[src/rtl/eccc_pkg.sv]
// shared types and constants for the elevator car controller
`timescale 1ns / 1ps
package eccc_pkg;
  localparam int FLOORS_DEF = 16;
  localparam int LIST_DEPTH = 16;
  localparam int LIST_AW = 4;
  localparam int CNT_W = 5;
  localparam int FLOOR_W = 4;
  localparam logic [15:0] DOOR_TICKS_RST = 16'd30;

  typedef enum logic [1:0] {
    M_IDLE = 2'd0,
    M_UP   = 2'd1,
    M_DOWN = 2'd2,
    M_DOOR = 2'd3
  } mode_t;

  typedef enum logic [1:0] {
    H_NONE = 2'd0,
    H_UP   = 2'd1,
    H_DOWN = 2'd2
  } heading_t;

  localparam logic [1:0] DIR_UP = 2'd0;
  localparam logic [1:0] DIR_DOWN = 2'd1;

  // what to decide once the front entry has been read
  typedef enum logic [1:0] {
    P_NONE,
    P_START,
    P_ARRIVE,
    P_REPLAN
  } plan_t;

  typedef enum logic [3:0] {
    S_IDLE,
    S_DECODE,
    S_SCAN,
    S_SCAN_CHK,
    S_APPEND,
    S_SORT_LD,
    S_SORT_LD_CHK,
    S_SORT_RD,
    S_SORT_CHK,
    S_SORT_PUT,
    S_PURGE,
    S_PURGE_CHK,
    S_FRONT,
    S_FRONT_CHK,
    S_OUT
  } seq_t;
endpackage

[src/rtl/elevator_car_controller_core.sv]
// elevator car controller top level: sequencer around a stop-list memory
//
//  channel   | signals                               | transfer when
//  ----------+---------------------------------------+-------------------
//  input     | in_valid in_ready command floor dir.  | in_valid & in_ready
//  result    | out_valid out_ready accepted ...      | out_valid & out_ready
//  config    | cfg_we cfg_data                       | cfg_we
//
// one item at a time; a plain step passes through decode, front read and output,
// the duplicate scan and the purge read each listed stop in turn, and an add
// with a full insertion sort of sixteen entries reads and shifts entry by entry,
// all set by the one read port of the stop-list memory
// synchronous reset clears control state; the list memory is not cleared
// a result waits in the output register; the next item is taken once it leaves
`timescale 1ns / 1ps
module elevator_car_controller_core
  import eccc_pkg::*;
#(
  parameter int FLOORS = FLOORS_DEF
) (
  input  logic                 clk,
  input  logic                 rst,
  input  logic                 in_valid,
  output logic                 in_ready,
  input  logic                 command,
  input  logic [FLOOR_W-1:0]   floor,
  input  logic [1:0]           direction,
  output logic                 out_valid,
  input  logic                 out_ready,
  output logic                 accepted,
  output logic [FLOOR_W-1:0]   current_floor,
  output logic [1:0]           car_state,
  output logic [1:0]           travel_direction,
  output logic [FLOOR_W-1:0]   next_stop,
  output logic [CNT_W-1:0]     stop_count,
  input  logic                 cfg_we,
  input  logic [15:0]          cfg_data
);
  localparam logic [FLOOR_W:0] TOP = (FLOOR_W+1)'(FLOORS - 1);

  // stop list memory, one write and one registered read port
  logic [FLOOR_W-1:0] mem [LIST_DEPTH];
  logic               we;
  logic [LIST_AW-1:0] waddr, raddr;
  logic [FLOOR_W-1:0] wdata, rdata;

  always_ff @(posedge clk) begin
    if (we) mem[waddr] <= wdata;
    rdata <= mem[raddr];
  end

  seq_t seq, seq_next;
  logic [15:0] door_ticks;
  logic [CNT_W-1:0] pcnt, pcnt_next;
  logic [FLOOR_W-1:0] car_floor, car_floor_next;
  mode_t mode, mode_next;
  heading_t heading, heading_next;
  logic [15:0] tim, tim_next;
  logic [CNT_W-1:0] idx, idx_next, k, k_next;
  logic [FLOOR_W-1:0] front, front_next;
  logic [FLOOR_W-1:0] sort_val, sort_val_next;
  plan_t plan, plan_next;
  logic ok, ok_next;
  logic cmd_r;
  logic [FLOOR_W-1:0] fl_r;
  logic [1:0] dir_r;
  logic [15:0] tim_inc;
  logic [FLOOR_W:0] nf;
  logic mv_up;

  // register file of the car
  always_ff @(posedge clk) begin
    if (rst) begin
      seq <= S_IDLE;
      door_ticks <= DOOR_TICKS_RST;
      pcnt <= '0;
      car_floor <= '0;
      mode <= M_IDLE;
      heading <= H_NONE;
      tim <= '0;
      out_valid <= 1'b0;
    end else begin
      seq <= seq_next;
      if (cfg_we) door_ticks <= cfg_data;
      pcnt <= pcnt_next;
      car_floor <= car_floor_next;
      mode <= mode_next;
      heading <= heading_next;
      tim <= tim_next;
      if (seq == S_OUT) out_valid <= 1'b1;
      else if (out_ready) out_valid <= 1'b0;
    end
  end

  // item and scratch registers
  always_ff @(posedge clk) begin
    idx <= idx_next;
    k <= k_next;
    front <= front_next;
    sort_val <= sort_val_next;
    plan <= plan_next;
    ok <= ok_next;
    if (in_valid && in_ready) begin
      cmd_r <= command;
      fl_r <= floor;
      dir_r <= direction;
    end
    if (seq == S_OUT) begin
      accepted <= ok;
      current_floor <= car_floor;
      car_state <= mode;
      travel_direction <= heading;
      next_stop <= (pcnt != '0) ? front : '0;
      stop_count <= pcnt;
    end
  end

  assign in_ready = (seq == S_IDLE) && !(out_valid && !out_ready);
  assign tim_inc = (tim != 16'hFFFF) ? tim + 16'd1 : tim;
  assign mv_up = (mode == M_UP);
  assign nf = mv_up ? ((({1'b0, car_floor}) < TOP) ? {1'b0, car_floor} + 1'b1
                                                   : {1'b0, car_floor})
                    : ((car_floor != '0) ? {1'b0, car_floor} - 1'b1
                                         : {1'b0, car_floor});

  // sequencer: decode, scan, append, insertion sort, purge, front read, output
  always_comb begin
    seq_next = seq;
    pcnt_next = pcnt;
    car_floor_next = car_floor;
    mode_next = mode;
    heading_next = heading;
    tim_next = tim;
    idx_next = idx;
    k_next = k;
    front_next = front;
    sort_val_next = sort_val;
    plan_next = plan;
    ok_next = ok;
    we = 1'b0;
    waddr = k[LIST_AW-1:0];
    wdata = fl_r;
    raddr = idx[LIST_AW-1:0];
    case (seq)
      S_IDLE: begin
        if (in_valid && in_ready) seq_next = S_DECODE;
      end
      S_DECODE: begin
        ok_next = 1'b0;
        idx_next = '0;
        k_next = '0;
        plan_next = P_NONE;
        seq_next = S_FRONT;
        if (cmd_r) begin
          if (!({1'b0, fl_r} > TOP || pcnt >= CNT_W'(LIST_DEPTH))) seq_next = S_SCAN;
        end else begin
          // step one tick
          case (mode)
            M_IDLE: begin
              if (pcnt != '0) begin
                ok_next = 1'b1;
                plan_next = P_START;
              end
            end
            M_DOOR: begin
              tim_next = tim_inc;
              if (tim_inc >= door_ticks) seq_next = S_PURGE;
            end
            default: begin
              if (nf[FLOOR_W-1:0] != car_floor) begin
                ok_next = 1'b1;
                car_floor_next = nf[FLOOR_W-1:0];
                plan_next = P_ARRIVE;
              end
            end
          endcase
        end
      end
      S_SCAN: begin
        if (idx >= pcnt) seq_next = S_APPEND;
        else seq_next = S_SCAN_CHK;
      end
      S_SCAN_CHK: begin
        // a duplicate refuses the request
        if (rdata == fl_r) seq_next = S_FRONT;
        else begin
          idx_next = idx + 1'b1;
          seq_next = S_SCAN;
        end
      end
      S_APPEND: begin
        we = 1'b1;
        waddr = pcnt[LIST_AW-1:0];
        wdata = fl_r;
        pcnt_next = pcnt + 1'b1;
        ok_next = 1'b1;
        if (mode == M_IDLE) begin
          tim_next = '0;
          if (fl_r > car_floor) begin
            mode_next = M_UP; heading_next = H_UP;
          end else if (fl_r < car_floor) begin
            mode_next = M_DOWN; heading_next = H_DOWN;
          end else begin
            mode_next = M_DOOR;
            heading_next = (dir_r == DIR_UP) ? H_UP : H_DOWN;
          end
        end
        idx_next = CNT_W'(1);
        if ((dir_r == DIR_UP || dir_r == DIR_DOWN) && pcnt != '0) seq_next = S_SORT_LD;
        else seq_next = S_FRONT;
      end
      S_SORT_LD: begin
        if (idx >= pcnt) seq_next = S_FRONT;
        else seq_next = S_SORT_LD_CHK;
      end
      S_SORT_LD_CHK: begin
        sort_val_next = rdata;
        k_next = idx;
        seq_next = S_SORT_RD;
      end
      S_SORT_RD: begin
        raddr = k[LIST_AW-1:0] - 1'b1;
        if (k == '0) seq_next = S_SORT_PUT;
        else seq_next = S_SORT_CHK;
      end
      S_SORT_CHK: begin
        // shift the entry below up one place while it is out of order
        if ((dir_r == DIR_DOWN) ? (rdata < sort_val) : (rdata > sort_val)) begin
          we = 1'b1;
          waddr = k[LIST_AW-1:0];
          wdata = rdata;
          k_next = k - 1'b1;
          seq_next = S_SORT_RD;
        end else seq_next = S_SORT_PUT;
      end
      S_SORT_PUT: begin
        we = 1'b1;
        waddr = k[LIST_AW-1:0];
        wdata = sort_val;
        idx_next = idx + 1'b1;
        seq_next = S_SORT_LD;
      end
      S_PURGE: begin
        if (idx >= pcnt) begin
          pcnt_next = k;
          ok_next = 1'b1;
          plan_next = P_REPLAN;
          seq_next = S_FRONT;
        end else seq_next = S_PURGE_CHK;
      end
      S_PURGE_CHK: begin
        // keep every stop except the served floor
        if (rdata != car_floor) begin
          we = 1'b1; waddr = k[LIST_AW-1:0]; wdata = rdata;
          k_next = k + 1'b1;
        end
        idx_next = idx + 1'b1;
        seq_next = S_PURGE;
      end
      S_FRONT: begin
        raddr = '0;
        seq_next = S_FRONT_CHK;
      end
      S_FRONT_CHK: begin
        front_next = rdata;
        case (plan)
          P_START: begin
            tim_next = '0;
            mode_next = (rdata > car_floor) ? M_UP : (rdata < car_floor) ? M_DOWN : M_DOOR;
          end
          P_ARRIVE: begin
            // moving car arrived one floor further
            if (pcnt != '0 && car_floor == rdata) begin
              mode_next = M_DOOR; tim_next = '0;
            end else if (({1'b0, car_floor} == TOP && mode == M_UP) ||
                         (car_floor == '0 && mode == M_DOWN)) begin
              tim_next = '0;
              if (pcnt == '0) mode_next = M_IDLE;
              else mode_next = (rdata > car_floor) ? M_UP : M_DOWN;
            end
          end
          P_REPLAN: begin
            tim_next = '0;
            if (pcnt == '0) mode_next = M_IDLE;
            else mode_next = (rdata > car_floor) ? M_UP : M_DOWN;
          end
          default: ;
        endcase
        seq_next = S_OUT;
      end
      S_OUT: seq_next = S_IDLE;
      default: seq_next = S_IDLE;
    endcase
  end

  // the stop count never exceeds the list depth
  a_cnt: assert property (@(posedge clk) disable iff (rst) pcnt <= CNT_W'(LIST_DEPTH))
    else $error("stop count overflow");
  // no new item is taken while a result is in flight
  a_one: assert property (@(posedge clk) disable iff (rst)
    (in_valid && in_ready) |=> !in_ready)
    else $error("item taken during work");
  // a result is presented right after the output stage
  a_out: assert property (@(posedge clk) disable iff (rst) (seq == S_OUT) |=> out_valid)
    else $error("result lost");
endmodule
[config.mk]
export PLATFORM = sky130hd
export DESIGN_NAME = elevator_car_controller_core
export DESIGN_NICKNAME = d
export VERILOG_FILES = /design/src/rtl/eccc_pkg.sv /design/src/rtl/elevator_car_controller_core.sv
export SDC_FILE = /design/constraint.sdc
export NUM_CORES = 1
export LEC_CHECK = 0
export BUFFER_PORTS_ARGS = -buffer_cell sky130_fd_sc_hd__buf_2
export CORE_UTILIZATION = 30
export CTS_CLUSTER_DIAMETER = 100
export DETAILED_ROUTE_END_ITERATION = 8
export PLACE_DENSITY = 0.56
export SLEW_MARGIN = 25
export SYNTH_ARGS = -nofsm -noshare
export SYNTH_HDL_FRONTEND = slang
export SYNTH_SLANG_ARGS = --single-unit
[constraint.sdc]
create_clock -name clk -period 3.05 [get_ports clk]
set_clock_uncertainty 0.2 [all_clocks]
set_input_delay 0.305 -clock clk [delete_from_list [all_inputs] [get_ports clk]]
set_output_delay 0.305 -clock clk [all_outputs]
set_load 0.01 [all_outputs]
==> reports/metrics.csv <==
metric,value,unit
core footprint,28000,µm²
Final Setup Violations,0,
Die X,172,µm
Routed WL,21.7,mm
First DRT Iteration DRCs,478,
Root Driver,clkbuf_16,
final antenna-violating net count,0,
library cells used by synthesis,78,
R2R Path End,seq[1],
r2r setup slk,120,ps
Tightest Pin Transition,807,ps
Syn Nets,857,
CP peak stage delay,550,ps
worst vdd ir,0.408,mV
f_max,341,MHz
Final Slew Violations,0,
"Avg Cell Area, Syn",11.1,µm²
"Core Util, Final",37.9,%
Die Span Y,172,µm
# diodes,0,
Post-synth ARST share,0,%
number of I/O port buffers,47,
cells after synthesis,777,
Yosys warnings,0,
WHS Path Cells,3,
Register-to-Register Path Depth,12,
fin crit share,96.2,%
Starting Density,30.8,%
most used routing layer,met2,
CTS Buffer Depth,2,
"CTS clk-pin slew, worst paths",70,ps
nets@finish,981,
Vias/cell,5.08,
CTS tree,done,
Hold Path Origin,out_ready,
CTS sink count,164,
Tot GR Track Use,15.3,%
Yosys top cell area share,38.3,%
number of global-route vias before repair,6207,
CP max stage cell,or4_4,
Slew headroom,46.2,%
Post-Syn Area,8630,µm²
MaxCap Viol Count,0,
DR WL/cell,16.8,µm
WP data arrival,3050,ps
Pre-Repair DR Iteration Count,5,
hpwl dp,15.3,mm
vias,6562,
total gr overflow,0,
Power Density,773,nW/µm²
I/O pins,48,
Fin. Hold Viols,0,
met2 usage,23.7,%
H-tree lvl count,4,
share of cells above drive strength 1,21.9,%
RSZ-0062 raised after global routing,yes,
critical path endpoint category,register,
Worst Path Max Fanout,7,
Worst Hold End,out_valid,
global-route wire length before repair,34.2,mm
compound-cell area share of the yosys netlist,15.2,%
full die area,29500,µm²
largest net degree at the start of global routing,33,
Most Frequent Cell on Critical Path,nand3_1,
adder-cell share of the synthesized area,7.62,%
initial antenna violation count,0,
RePlAce Congestion,0.847,
Synth Area in Simple Gates,13.9,%
largest family of logic cells by synthesized area,compound AO/OA/AOI/OAI gates,
xor/xnor share of the synthesized area,2.44,%
Hold Crit Class,in2reg,
Clock Latency Late Sink,440,ps
status,finished clean,
"Req. time, crit path",3170,ps
register area share after synthesis,50.8,%
multi-input logic area,3990,µm²
Fillers,2741,
met1 Track Usage GR,21.2,%
GR Layer Usage met3,3.01,%
Most used DFF post-synth,edfxtp_1,
mux cell area share after synthesis,5.87,%
leakage,3.99,nW
Reg-to-Reg Start,tim[6],
largest area contributor in the netlist,edfxtp_1,
CP startpoint kind,register,
Power Total,0.00821,W
number of flops mapped to enable cells by yosys,110,
worst-path cell chain,"and4_1, nand3_1, or4_4, buf_4, nand2_1, ha_1, a21o_1, nand3_1, nand3_1, nor2_1, a32oi_2, o2bb2ai_1",
clock buffer count from CTS,17,
Cell Rows,61,
Area contributors post-synth,"edfxtp_1, dfxtp_1, ha_1",
FF/Latch Area,4390,µm²
# DRC,0,
Yosys reg bits,164,
crit path kind,reg2reg,
area grow syn2layout,23.1,%
Final min period,2930,ps
==> area by class of cell <==
type | count | area share [%]
Sequential cell | 164 | 41.3
Multi-Input combinational cell | 528 | 37.6
Timing Repair Buffer | 141 | 9.55
Tap cell | 378 | 4.45
Clock buffer | 19 | 4.07
Inverter | 49 | 1.73
Clock inverter | 13 | 1.30
==> cells in the mapped netlist (15+ instances only) <==
master and instances:
ha_1 51, nand3_1 29, clkbuf_1 22, mux4_2 15, a21oi_1 36, nand2_1 47, xnor2_1 19, nor2_1 57
edfxtp_1 110, dfxtp_1 54, inv_1 48, nor3_1 29, o21ai_0 20
==> what timing repair did <==
action / CTS / global route
buffers inserted: 0 / 3
hold buffers: 23 / 0
hold endpoints to repair: 23 / 0
setup endpoints to repair: 0 / 38
resized for setup: 0 / 21
==> cells in the final DEF, fill, tap and decap left out, types with 4 or more instances in the layout <==
cell             n
ha_1            50
inv_6            4
nor2_1          57
buf_2           47
o22ai_1          6
o21ai_0         20
o21a_1           6
a221o_1          4
xnor2_1         18
dlygate4sd3_1   23
mux4_2          15
nand2_1         47
edfxtp_1       110
nor2b_1         14
nand3_1         28
o31ai_1          9
nand3b_1         4
o211ai_1        10
a21oi_1         35
a31oi_1         13
a21o_1          13
nand4_1         13
xor2_1           5
dfxtp_2          5
nand2b_1        10
mux2i_1         12
a211oi_1        11
buf_4           69
inv_1           48
clkbuf_16       17
a32oi_1          5
dfxtp_1         49
a22oi_1          9
and3_1           8
inv_8            4
a41oi_1          5
nor3_1          27
==> layer usage <==
layer	vias up	part of all wire, %
met5	-	0
met4	0	1.5
met3	18	4.1
met2	150	46
met1	3183	49
li1	3211	-
==> worst max-delay path: cells and delay by family, from the launching register on <==
| family | cells | cell delay (ps) |
|---|---|---|
| AND/OR/NAND/NOR | 7 | 1310 |
| flip-flops | 1 | 380 |
| buffers and inverters | 1 | 190 |
| AO/OA/AOI/OAI | 3 | 470 |
| adder cells (fa/ha/maj) | 1 | 250 |
==> logic make-up after synthesis <==
group,Yosys count
simple gates,238
compound gates,184
flops,164
buf+inv,85
fa+ha+maj,52
mux,30
xor+xnor,24
==> report_power, final <==
part | internal (W) | total, W | switching [W]
Combinational | 0.00123 | 0.00308 | 0.00185
Sequential | 0.00283 | 0.00305 | 0.000217
Clock | 0.00109 | 0.00209 | 0.000998
Total | 0.00515 | 0.00821 | 0.00306
==> stage by stage <==
step / std cells / hold slack (ps) / setup TNS (ps) / setup slack (ps) / area (µm²)
floorplan: 777 / 200 / 0 / 59.6 / 8630
global placement: 1234 / 214 / 0 / 102 / 9690
detailed placement: 1234 / 211 / 0 / 45.5 / 9690
CTS: 1289 / 0.979 / 0 / 39.7 / 10500
global route: 1292 / 33.8 / -49.5 / -49.5 / 10600
finish: 1292 / 13.1 / 0 / 116 / 10600
==> sequential cells by signal (all words and copies together), names as in the netlist, 4 cells and up <==
signal / flops
current_floor: 4
door_ticks: 16
fl_r: 4
seq: 4
front: 4
sort_val: 4
pcnt: 5
stop_count: 5
k: 5
tim: 16
car_floor: 4
mem: 64
rdata: 4
idx: 5
next_stop: 4
==> how the worst max path moves through the flow <==
stage	end	cells past startpoint	startpoint	slack [ps]
5_1_grt	seq[1]	12	tim[0]	-50
6_report	seq[1]	12	tim[6]	120
2_1_floorplan	seq[2]	13	tim[5]	60
4_1_cts	seq[1]	11	tim[5]	40
3_5_place_dp	seq[1]	11	tim[5]	50
3_3_place_gp	seq[2]	10	tim[5]	100
(Power assumes the default switching activity.)
